**config.mk**
```make
export PLATFORM = sky130hd
export DESIGN_NAME = ip_address_text_validator_flat
export DESIGN_NICKNAME = d
export VERILOG_FILES = /design/src/rtl/core/iatv_pkg.sv /design/src/rtl/core/iatv_stream_if.sv /design/src/rtl/core/ip_address_text_validator.sv /design/src/flat_wrapper.sv
export SDC_FILE = /design/constraint.sdc
export NUM_CORES = 1
export LEC_CHECK = 0
export ABC_AREA = 1
export ABC_CLOCK_PERIOD_IN_PS = 2500
export BUFFER_PORTS_ARGS = -buffer_cell sky130_fd_sc_hd__buf_2
export CORE_AREA = 5 5 70 97
export CTS_CLUSTER_SIZE = 16
export DETAILED_ROUTE_END_ITERATION = 8
export DIE_AREA = 0 0 75 102
export GPL_TIMING_DRIVEN = 0
export HOLD_SLACK_MARGIN = 0.05
export PLACE_DENSITY = 0.84
export SLEW_MARGIN = 20
export SYNTH_ARGS = -nofsm -noshare
export SYNTH_HDL_FRONTEND = slang
export SYNTH_SLANG_ARGS = --single-unit
```
**constraint.sdc**
```tcl
create_clock -name clk_i -period 2.5 [get_ports clk_i]
set_input_delay 0.25 -clock clk_i [delete_from_list [all_inputs] [get_ports clk_i]]
set_output_delay 0.25 -clock clk_i [all_outputs]
set_load 0.02 [all_outputs]
```
**src/rtl/core/iatv_pkg.sv**
```systemverilog
package iatv_pkg;

  // character codes of interest
  localparam logic [7:0] CH_DIGIT_LO = 8'h30;
  localparam logic [7:0] CH_DIGIT_HI = 8'h39;
  localparam logic [7:0] CH_LOWER_A  = 8'h61;
  localparam logic [7:0] CH_LOWER_F  = 8'h66;
  localparam logic [7:0] CH_UPPER_A  = 8'h41;
  localparam logic [7:0] CH_UPPER_F  = 8'h46;
  localparam logic [7:0] CH_DOT      = 8'h2e;
  localparam logic [7:0] CH_COLON    = 8'h3a;

  // ipv4 octet and dot rules
  localparam int unsigned OCTET_MAX   = 255;
  localparam int unsigned V4_DOTS     = 3;
  // ipv6 colon rule: count saturates at the first count over the limit
  localparam int unsigned COLON_W     = 4;
  localparam int unsigned COLON_SAT   = 8;

  typedef enum logic [1:0] {
    CLASS_INVALID = 2'd0,
    CLASS_IPV4    = 2'd1,
    CLASS_IPV6    = 2'd2,
    CLASS_DOMAIN  = 2'd3
  } addr_class_e;

  typedef enum logic [2:0] {
    DET_OK          = 3'd0,
    DET_OCTET_OVER  = 3'd1,
    DET_BAD_LENGTH  = 3'd2,
    DET_DOT_COUNT   = 3'd3,
    DET_COLON_COUNT = 3'd4
  } detail_e;

  typedef struct packed {
    logic [7:0] character;
    logic       last;
  } in_item_t;

  typedef struct packed {
    addr_class_e address_class;
    logic        is_valid;
    detail_e     detail_code;
  } out_item_t;

endpackage

```
**src/rtl/core/iatv_stream_if.sv**
```systemverilog
interface iatv_stream_if #(
  parameter type payload_t = logic
) ();
  logic     valid;
  logic     ready;
  payload_t data;

  modport source (output valid, output data, input ready);
  modport sink   (input valid, input data, output ready);
endinterface

```
**src/rtl/core/ip_address_text_validator.sv**
```systemverilog
// result: out_o.valid rises as the result register takes the last character's verdict
// throughput: one character per cycle while no result waits; one input register, one result
//   register, the class tests, counters and octet accumulate sit between them
// reset: rst_ni clears the pipeline valid bits and all scan state; no clearing pass
// scan state also clears after each final character
module ip_address_text_validator #(
  parameter int unsigned V4_MAX_LENGTH = 15,
  parameter int unsigned V4_MIN_LENGTH = 7,
  parameter int unsigned V6_SCAN_LIMIT = 32
) (
  input  logic          clk_i,
  input  logic          rst_ni,
  iatv_stream_if.sink   in_i,
  iatv_stream_if.source out_o
);
  import iatv_pkg::*;

  localparam int unsigned V4_TOP = (V4_MAX_LENGTH > V4_MIN_LENGTH) ? V4_MAX_LENGTH
                                                                   : V4_MIN_LENGTH;
  localparam int unsigned L4W = $clog2(V4_TOP + 1);
  localparam int unsigned L6W = $clog2(V6_SCAN_LIMIT + 2);

  // input register
  logic     in_valid_q;
  in_item_t in_item_q;
  // result register
  logic      res_valid_q;
  out_item_t res_item_q;
  out_item_t res_item_d;

  // scan state
  logic           seen_digit_q, seen_digit_d;
  logic           seen_hex_q, seen_hex_d;
  logic           seen_dot_q, seen_dot_d;
  logic           seen_colon_q, seen_colon_d;
  logic           seen_other_q, seen_other_d;
  logic [L4W-1:0] v4_len_q, v4_len_d;
  logic [L4W-1:0] dot_cnt_q, dot_cnt_d;
  logic [7:0]     octet_q, octet_d;
  logic           octet_ovf_q, octet_ovf_d;
  logic [L6W-1:0] v6_len_q, v6_len_d;
  logic [COLON_W-1:0] colon_cnt_q, colon_cnt_d;

  logic        advance;
  logic        is_digit, is_hex, is_dot, is_colon;
  logic        scan4, scan6;
  logic [11:0] octet_ext;
  logic [11:0] octet_next;
  logic [7:0]  ch;

  // pipeline handshake
  assign advance     = in_valid_q && (!res_valid_q || out_o.ready);
  assign in_i.ready  = !in_valid_q || advance;
  assign out_o.valid = res_valid_q;
  assign out_o.data  = res_item_q;

  // character classes
  assign ch       = in_item_q.character;
  assign is_digit = (ch >= CH_DIGIT_LO) && (ch <= CH_DIGIT_HI);
  assign is_hex   = ((ch >= CH_LOWER_A) && (ch <= CH_LOWER_F)) ||
                    ((ch >= CH_UPPER_A) && (ch <= CH_UPPER_F));
  assign is_dot   = (ch == CH_DOT);
  assign is_colon = (ch == CH_COLON);

  // octet times ten plus digit
  assign octet_ext  = 12'(octet_q);
  assign octet_next = (octet_ext << 3) + (octet_ext << 1) + 12'(4'(ch - CH_DIGIT_LO));

  assign scan4 = !octet_ovf_q && (v4_len_q < L4W'(V4_MAX_LENGTH));
  assign scan6 = (v6_len_q <= L6W'(V6_SCAN_LIMIT));

  // next scan state
  always_comb begin
    seen_digit_d = seen_digit_q || is_digit;
    seen_hex_d   = seen_hex_q || is_hex;
    seen_dot_d   = seen_dot_q || is_dot;
    seen_colon_d = seen_colon_q || is_colon;
    seen_other_d = seen_other_q || !(is_digit || is_hex || is_dot || is_colon);

    v4_len_d    = v4_len_q;
    dot_cnt_d   = dot_cnt_q;
    octet_d     = octet_q;
    octet_ovf_d = octet_ovf_q;
    if (scan4) begin
      if (is_dot) begin
        dot_cnt_d = dot_cnt_q + 1'b1;
        octet_d   = '0;
      end else if (is_digit) begin
        if (octet_next > 12'(OCTET_MAX)) begin
          octet_ovf_d = 1'b1;
        end else begin
          octet_d = octet_next[7:0];
        end
      end
      v4_len_d = v4_len_q + 1'b1;
    end

    v6_len_d    = v6_len_q;
    colon_cnt_d = colon_cnt_q;
    if (scan6) begin
      if (is_colon && (colon_cnt_q < COLON_W'(COLON_SAT))) begin
        colon_cnt_d = colon_cnt_q + 1'b1;
      end
      v6_len_d = v6_len_q + 1'b1;
    end
  end

  // classification on the updated state
  always_comb begin
    res_item_d.address_class = CLASS_INVALID;
    res_item_d.is_valid      = 1'b0;
    res_item_d.detail_code   = DET_OK;
    priority if (seen_digit_d && seen_dot_d && !seen_colon_d && !seen_hex_d &&
                 !seen_other_d) begin
      res_item_d.address_class = CLASS_IPV4;
      priority if (octet_ovf_d) begin
        res_item_d.detail_code = DET_OCTET_OVER;
      end else if ((v4_len_d < L4W'(V4_MIN_LENGTH)) ||
                   (v4_len_d > L4W'(V4_MAX_LENGTH))) begin
        res_item_d.detail_code = DET_BAD_LENGTH;
      end else if (dot_cnt_d != L4W'(V4_DOTS)) begin
        res_item_d.detail_code = DET_DOT_COUNT;
      end else begin
        res_item_d.detail_code = DET_OK;
      end
      res_item_d.is_valid = (res_item_d.detail_code == DET_OK);
    end else if (seen_digit_d && seen_colon_d && seen_hex_d && !seen_other_d &&
                 !seen_dot_d) begin
      res_item_d.address_class = CLASS_IPV6;
      res_item_d.detail_code   = (colon_cnt_d >= COLON_W'(COLON_SAT)) ? DET_COLON_COUNT
                                                                       : DET_OK;
      res_item_d.is_valid      = (res_item_d.detail_code == DET_OK);
    end else if (!seen_colon_d) begin
      res_item_d.address_class = CLASS_DOMAIN;
      res_item_d.is_valid      = 1'b1;
    end else begin
      res_item_d.address_class = CLASS_INVALID;
    end
  end

  // control and scan state registers
  always_ff @(posedge clk_i or negedge rst_ni) begin
    if (!rst_ni) begin
      in_valid_q   <= 1'b0;
      res_valid_q  <= 1'b0;
      seen_digit_q <= 1'b0;
      seen_hex_q   <= 1'b0;
      seen_dot_q   <= 1'b0;
      seen_colon_q <= 1'b0;
      seen_other_q <= 1'b0;
      v4_len_q     <= '0;
      dot_cnt_q    <= '0;
      octet_q      <= '0;
      octet_ovf_q  <= 1'b0;
      v6_len_q     <= '0;
      colon_cnt_q  <= '0;
    end else begin
      in_valid_q  <= (in_i.valid && in_i.ready) || (in_valid_q && !advance);
      res_valid_q <= (res_valid_q && !out_o.ready) || (advance && in_item_q.last);
      if (advance) begin
        if (in_item_q.last) begin
          seen_digit_q <= 1'b0;
          seen_hex_q   <= 1'b0;
          seen_dot_q   <= 1'b0;
          seen_colon_q <= 1'b0;
          seen_other_q <= 1'b0;
          v4_len_q     <= '0;
          dot_cnt_q    <= '0;
          octet_q      <= '0;
          octet_ovf_q  <= 1'b0;
          v6_len_q     <= '0;
          colon_cnt_q  <= '0;
        end else begin
          seen_digit_q <= seen_digit_d;
          seen_hex_q   <= seen_hex_d;
          seen_dot_q   <= seen_dot_d;
          seen_colon_q <= seen_colon_d;
          seen_other_q <= seen_other_d;
          v4_len_q     <= v4_len_d;
          dot_cnt_q    <= dot_cnt_d;
          octet_q      <= octet_d;
          octet_ovf_q  <= octet_ovf_d;
          v6_len_q     <= v6_len_d;
          colon_cnt_q  <= colon_cnt_d;
        end
      end
    end
  end

  // payload registers
  always_ff @(posedge clk_i) begin
    if (in_i.valid && in_i.ready) begin
      in_item_q <= in_i.data;
    end
    if (advance && in_item_q.last) begin
      res_item_q <= res_item_d;
    end
  end

endmodule

```
**src/flat_wrapper.sv**
```systemverilog
// flat-port wrapper written by rule: the top's interface ports become plain ports
module ip_address_text_validator_flat import iatv_pkg::*;
#(
  parameter int unsigned V4_MAX_LENGTH = 15,
  parameter int unsigned V4_MIN_LENGTH = 7,
  parameter int unsigned V6_SCAN_LIMIT = 32
)
  (clk_i, rst_ni, in_i_valid, in_i_data, in_i_ready, out_o_valid, out_o_data, out_o_ready);
  iatv_stream_if #(.payload_t(in_item_t)) in_i_i ();
  iatv_stream_if #(.payload_t(out_item_t)) out_o_i ();
  input  logic clk_i;
  input  logic rst_ni;
  input wire logic [$bits(in_i_i.valid)-1:0] in_i_valid;
  input wire logic [$bits(in_i_i.data)-1:0] in_i_data;
  output wire logic [$bits(in_i_i.ready)-1:0] in_i_ready;
  output wire logic [$bits(out_o_i.valid)-1:0] out_o_valid;
  output wire logic [$bits(out_o_i.data)-1:0] out_o_data;
  input wire logic [$bits(out_o_i.ready)-1:0] out_o_ready;
  assign in_i_i.valid = in_i_valid;
  assign in_i_i.data = in_i_data;
  assign in_i_ready = in_i_i.ready;
  assign out_o_valid = out_o_i.valid;
  assign out_o_data = out_o_i.data;
  assign out_o_i.ready = out_o_ready;
  ip_address_text_validator #(.V4_MAX_LENGTH(V4_MAX_LENGTH), .V4_MIN_LENGTH(V4_MIN_LENGTH), .V6_SCAN_LIMIT(V6_SCAN_LIMIT)) u_core (.clk_i(clk_i), .rst_ni(rst_ni), .in_i(in_i_i), .out_o(out_o_i));
endmodule
```
==> flow_summary.ini, run 1 <==
[outcome]
status = finished, violations left
violations = negative setup slack

[synth]
synthMuxAreaShare = 0
syn_area_um2 = 3090
yosys_warnings = 0
synth_cell_types = 37
synth_fa_ha_area_frac = 0.0941
synth-seq-cells = 49
syn_nets = 431
synthCells = 396
synthSimpleGateAreaFrac = 0.315
synth.avg_cell_area_um2 = 7.79
synth_xor_area_frac = 0.00852
seq_area_frac_synth = 0.422
synth_top_family_by_area = simple AND/OR/NAND/NOR gates
synth_compound_area_frac = 0.0799

[power]
switchingPower_w = 0.00102
power_frac_comb = 0.414
leakage_nw = 1.80
fin_total_pwr_w = 0.00271
p_per_area_nw_per_um2 = 770
clkPwrFrac = 0.206
peakVddDrop_mv = 0.576
power.internal_w = 0.00169
switching_share = 0.378
power_frac_seq = 0.380

[routing]
drt-vias-per-instance = 5.50
num_vias = 2754
ant_nets = 0
drcViolationCount = 0
firstDrtPassIters = 4
drt_iter0_markers = 142
wl_per_cell_um = 13.2
routed_wl_um = 6630

[clock_tree]
cts_root_buf = clkbuf_8
cts_tree = built
clock_latency_ns = 0.31
clockBufferDepth = 2
htreeDepth = 2
cts.sink_count = 49
cts_buffers = 5
cts.reportedPaths.clkPinSlew_ns = 0.09

[layout]
n_antenna_cell = 0
fillerInstances = 492
num-nets-final = 465
postLayoutCellArea_um2 = 3520
drive_gt1_frac = 0.158
instances_no_fill = 501
area.growth.synth_to_final_pct = 14.0

[floorplanning]
die_w_um = 75
num_rows = 33
core_area_um2 = 5820
die_area_um2 = 7650
top_level_ports = 21
start_util = 0.530
die_y_um = 102

[sta]
slew_viol_final = 0
grt_setup_unrepaired = true
worst_slack_ns = -0.0473
tightest_slew_ns = 0.774
hold_slack_ns = 0.118
post-route-period-util = 1.02
slew_headroom = 0.484
hold_viol_final = 0
max_freq_mhz = 393
min_period_ns = 2.55
setup_viol = 9
finClkSkew_ns = 0.00872

[critical_path]
cp-start-kind = register
cp_cell_sequence = inv_2 -> fa_1 -> inv_2 -> fa_2 -> nand2_2 -> nand2_4 -> nand3b_1 -> nand2_1 -> nand2_1 -> nand2_1 -> nor2_2 -> nand2_4 -> nand3_4 -> nand3_4 -> nand2_1 -> nand2_1
required_ns = 2.69
path_class = register to register
cpMostUsedCell = nand2_1
cp_top_family = simple AND/OR/NAND/NOR gates
crit_path_end_kind = register
worstPathArrival_ns = 2.74
cpPeakStageDelay_ns = 0.54
cp_max_fo = 8
crit_buf_inv = 2
cp_slowest_cell = fa_1

[place]
dp.cells = 486
pre_cts_ws_ns = -0.363
placed_area_um2 = 3280
hpwl_um = 4850
portBuffers = 20
place_congestion = 0.860

[job]
max_cap_violations = 0

[hold_path]
hold_path.class = input pin to register

[global_routing]
globalRoute.totalOverflow = 0
antenna_found_initial = 0
grt_start_max_net_pins = 35
grtUsageTotal = 0.197
grt_first_pass_wirelength_um = 11800
grt_pass1_vias = 2705
synthesized netlist by cell type:
master / count / area [um^2]
o21a_1: 1 / 7.51
o211ai_1: 1 / 7.51
a21oi_2: 2 / 17.5
nor3_1: 6 / 30.0
a211oi_1: 1 / 7.51
a32o_1: 1 / 10.0
o21bai_1: 1 / 7.51
o21ai_2: 1 / 8.76
dfrtp_1: 34 / 851
nor4_4: 1 / 21.3
nand2_1: 107 / 402
nor3b_1: 1 / 7.51
nor2_2: 4 / 25.0
a22o_1: 3 / 26.3
a21oi_1: 20 / 100
o21ai_0: 7 / 35.0
nand3b_1: 1 / 7.51
nor2_1: 46 / 173
nor2_4: 1 / 11.3
nor3_2: 2 / 20.0
buf_2: 1 / 5.00
or2_1: 1 / 6.26
nand3_4: 1 / 17.5
fa_1: 2 / 40.0
or2_0: 1 / 6.26
xnor2_1: 1 / 8.76
clkbuf_1: 2 / 7.51
nand3_2: 3 / 30.0
inv_2: 2 / 7.51
inv_1: 61 / 229
xor2_1: 2 / 17.5
nand3_1: 28 / 140
nand4_1: 11 / 68.8
edfxtp_1: 15 / 450
ha_1: 20 / 250
o22ai_1: 3 / 18.8
nand2_2: 1 / 6.26
metal layers:
metal / vias to the layer above / routed length (um) / global-route usage
met2: 72 / 3540 / 0.346
met4: 0 / 167 / 0.0822
met1: 1307 / 2670 / 0.229
met5: - / 0 / 0
met3: 19 / 256 / 0.0374
li1: 1356 / - / -
state kept, by name (all words and copies together), names as in the netlist, 4 cells and up:
name,count
u_core.ch,8
u_core.octet_q,8
u_core.v4_len_q,4
u_core.out_o.data,6
u_core.colon_cnt_q,4
u_core.dot_cnt_q,4
u_core.v6_len_q,6
stage by stage:
step / utilization / TNS, ns
detailed placement: 0.563 / -3.83
floorplan: - / 0
global route: 0.604 / -2.29
CTS: 0.600 / -0.426
finish: 0.604 / -0.333
global placement: 0.563 / -3.31
layout make-up:
cell class	count	area (um^2)	share of cell area
buffer	3	12.5	0.00356
timing repair buffer	27	168	0.0477
sequential	49	1300	0.370
clock buffer	6	72.6	0.0206
clock inverter	2	35.0	0.00996
tap	70	87.6	0.0249
multi-input combinational	281	1610	0.456
inverter	63	236	0.0672
cells by family after synthesis:
family,after synthesis
compound gates,41
simple gates,215
buf+inv,66
fa+ha+maj,22
flops,49
xor+xnor,3
worst paths after layout:
path | slack, ns | startpoint | depth (start not counted) | endpoint
min in group asynchronous | 0.54 | rst_ni | 2 | u_core.v6_len_q[4]$_DFFE_PN0P_
worst max register to register | -0.05 | u_core.octet_q[2]$_DFFE_PN0P_ | 16 | u_core.octet_q[0]$_DFFE_PN0P_
max in group asynchronous | 1.46 | rst_ni | 2 | u_core.octet_q[0]$_DFFE_PN0P_
worst min register to register | 0.52 | u_core.octet_q[6]$_DFFE_PN0P_ | 2 | u_core.octet_q[6]$_DFFE_PN0P_
worst min-delay path | 0.12 | in_i_data[8] | 1 | u_core.ch[7]$_DFFE_PP_
worst max-delay path | -0.05 | u_core.octet_q[2]$_DFFE_PN0P_ | 16 | u_core.octet_q[0]$_DFFE_PN0P_
timing repair:
| item | CTS | global route |
|---|---|---|
| hold endpoints to repair | 34 | 0 |
| setup buffers | 6 | 0 |
| hold buffers | 1 | 0 |
| setup endpoints to repair | 12 | 12 |
| pin swaps | 6 | 5 |
| resized for setup | 12 | 7 |
cells in the final DEF (no fill, tap or decap), drive strengths merged, types with 2 or more instances in the layout:
| cell type | synthesis | routed |
|---|---|---|
| a21oi | 22 | 22 |
| a22o | 3 | 3 |
| nand2 | 108 | 108 |
| buf | 1 | 27 |
| fa | 2 | 2 |
| o22ai | 3 | 3 |
| nor2 | 51 | 51 |
| clkbuf | 2 | 8 |
| o21ai | 8 | 8 |
| edfxtp | 15 | 15 |
| dfrtp | 34 | 34 |
| or2 | 2 | 2 |
| nand4 | 11 | 11 |
| nor3 | 8 | 8 |
| xor2 | 2 | 2 |
| inv | 63 | 63 |
| ha | 20 | 20 |
| nand3 | 32 | 32 |
power groups by stage:
stage / logic [W] / clock network (W) / registers, W
floorplan: 0.000711 / 0 / 0.00103
global placement: 0.000880 / 0 / 0.00104
detailed placement: 0.000916 / 0 / 0.00105
CTS: 0.00109 / 0.000562 / 0.00103
global route: 0.00128 / 0.000607 / 0.00105
finish: 0.00112 / 0.000558 / 0.00103
Power figures use the tool's default switching activity.
==> inputs of run 2 (changes only) <==
--- a/config.mk
+++ b/config.mk
@@ -8,10 +8,10 @@
 export ABC_AREA = 1
 export ABC_CLOCK_PERIOD_IN_PS = 2500
 export BUFFER_PORTS_ARGS = -buffer_cell sky130_fd_sc_hd__buf_2
-export CORE_AREA = 5 5 70 97
+export CORE_AREA = 5 5 75 91
 export CTS_CLUSTER_SIZE = 16
 export DETAILED_ROUTE_END_ITERATION = 8
-export DIE_AREA = 0 0 75 102
+export DIE_AREA = 0 0 80 96
 export GPL_TIMING_DRIVEN = 0
 export HOLD_SLACK_MARGIN = 0.05
 export PLACE_DENSITY = 0.84
==> flow_summary.ini, run 2 (synthesis results as in run 1) <==
[job]
max_cap_violations = 0

[floorplanning]
die_y_um = 96
die_area_um2 = 7680
num_rows = 31
top_level_ports = 21
core_area_um2 = 5900
die_w_um = 80
start_util = 0.523

[layout]
final_cell_mix = nand2_1, inv_1, nor2_1
layout_commonest_cell = nand2_1
final_util = 0.598
drive_gt1_frac = 0.161
top_regs = u_core.ch: 8 flops, u_core.octet_q: 8 flops
num-nets-final = 468
fillerInstances = 523
n_antenna_cell = 0
area.growth.synth_to_final_pct = 14.3
postLayoutCellArea_um2 = 3530

[critical_path]
crit_path_end_kind = register
rr_endpoint = u_core.out_o.data[0]$_SDFFCE_PN0P_
cp_cell_sequence = inv_2 -> fa_1 -> inv_2 -> fa_2 -> nand2_2 -> nand2_2 -> nand3b_1 -> nand2_1 -> nand2_1 -> nand2_1 -> nor2_2 -> nand2_2 -> nand3_2 -> nand3_2 -> nand2_1 -> inv_1
r2r_slack_ns = -0.07
crit_buf_inv = 3
path_depth = 16
required_ns = 2.58
cpPeakStageDelay_ns = 0.54
worstRegToRegCells = 16
cp-start-kind = register
cp_slowest_cell = fa_1
reg2reg_from = u_core.ch[3]$_DFFE_PP_
cp_top_family = adder cells
worstPathArrival_ns = 2.65
path_class = register to register
cp_max_fo = 4
cpMostUsedCell = nand2_1

[hold_path]
holdPathEnd = u_core.ch[3]$_DFFE_PP_
min_path_cells = 1
hp-start = in_i_data[4]
hold_path.class = input pin to register

[clock_tree]
htreeDepth = 2
cts_tree = built
cts.reportedPaths.clkPinSlew_ns = 0.10
clockBufferDepth = 2
cts_root_buf = clkbuf_8
clock_latency_ns = 0.31
cts_buffers = 5
cts.sink_count = 49

[global_routing]
antenna_found_initial = 0
grt_start_max_net_pins = 35
grt_use_met1 = 0.205
grt_use_met3 = 0.0365
grt.met2_usage = 0.323
grt_pass1_vias = 2619
grt_most_used_layer = met2
globalRoute.totalOverflow = 0
grtUsageTotal = 0.178
grt_first_pass_wirelength_um = 11000

[sta]
slew_viol_final = 0
setup_viol = 11
post-route-period-util = 1.03
slew_headroom = 0.488
tightest_slew_ns = 0.769
hold_slack_ns = 0.121
worst_slack_ns = -0.0715
hold_viol_final = 0
finClkSkew_ns = 0.0121
max_freq_mhz = 389
grt_setup_unrepaired = true
min_period_ns = 2.57

[power]
leakage_nw = 1.81
switching_share = 0.376
switchingPower_w = 0.000989
power.internal_w = 0.00164
power_frac_seq = 0.393
p_per_area_nw_per_um2 = 745
peakVddDrop_mv = 0.532
clkPwrFrac = 0.215
power_frac_comb = 0.392

[routing]
drt_iter0_markers = 187
firstDrtPassIters = 6
drcViolationCount = 0
num_vias = 2697
ant_nets = 0
routed_wl_um = 6230
drt-vias-per-instance = 5.23
wl_per_cell_um = 12.1

[place]
hpwl_um = 4690
placed_area_um2 = 3290
place_congestion = 0.872
portBuffers = 20

[outcome]
violations = negative setup slack
status = finished, violations left
## run 2: worst max path at each step
stage / from / slack [ns] / end
finish: u_core.ch[3]$_DFFE_PP_ / -0.07 / u_core.out_o.data[0]$_SDFFCE_PN0P_
global route: u_core.ch[3]$_DFFE_PP_ / -0.25 / u_core.out_o.data[0]$_SDFFCE_PN0P_
CTS: u_core.ch[3]$_DFFE_PP_ / -0.03 / u_core.out_o.data[0]$_SDFFCE_PN0P_
detailed placement: u_core.ch[3]$_DFFE_PP_ / -0.36 / u_core.octet_q[0]$_DFFE_PN0P_
global placement: u_core.ch[3]$_DFFE_PP_ / -0.32 / u_core.octet_q[0]$_DFFE_PN0P_
floorplan: u_core.ch[3]$_DFFE_PP_ / 0.001 / u_core.out_o.data[0]$_SDFFCE_PN0P_
## run 2: power groups by stage
stage	registers [W]	clock network (W)	logic, W
after global placement	0.00105	0	0.000875
after floorplan	0.00103	0	0.000711
after global routing	0.00105	0.000616	0.00116
after CTS	0.00103	0.000579	0.00102
final	0.00103	0.000565	0.00103
after detailed placement	0.00105	0	0.000906
## run 2: per-layer routing
metal / up-vias / share of wire
li1: 1358 / -
met1: 1260 / 0.41
met2: 63 / 0.53
met3: 16 / 0.049
met4: 0 / 0.019
met5: - / 0
## run 2: cell type report
| type | instances | area (um^2) | area share |
|---|---|---|---|
| multi-input cells | 281 | 1580 | 0.449 |
| well taps | 82 | 103 | 0.0291 |
| inverters | 63 | 236 | 0.0670 |
| repair buffers | 30 | 178 | 0.0504 |
| flip-flops and latches | 49 | 1300 | 0.369 |
| plain buffers | 3 | 12.5 | 0.00355 |
| clock buffers | 5 | 68.8 | 0.0195 |
| clock inverters | 3 | 45.0 | 0.0128 |
## run 2: stage by stage
step,TNS (ns),instances,power (W),setup slack (ns)
global placement,-3.30,498,0.00192,-0.319
global route,-2.44,516,0.00283,-0.245
detailed placement,-3.59,498,0.00196,-0.363
CTS,-0.0568,513,0.00263,-0.0294
finish,-0.518,516,0.00263,-0.0715
floorplan,0,396,0.00174,0.00134
## run 2: timing repair
item,4_1_cts,5_1_grt
hold buffers,1,0
pin swaps,7,2
endpoints found under the setup margin,12,12
setup buffers,6,3
endpoints found under the hold margin,34,0
resized for setup,12,2
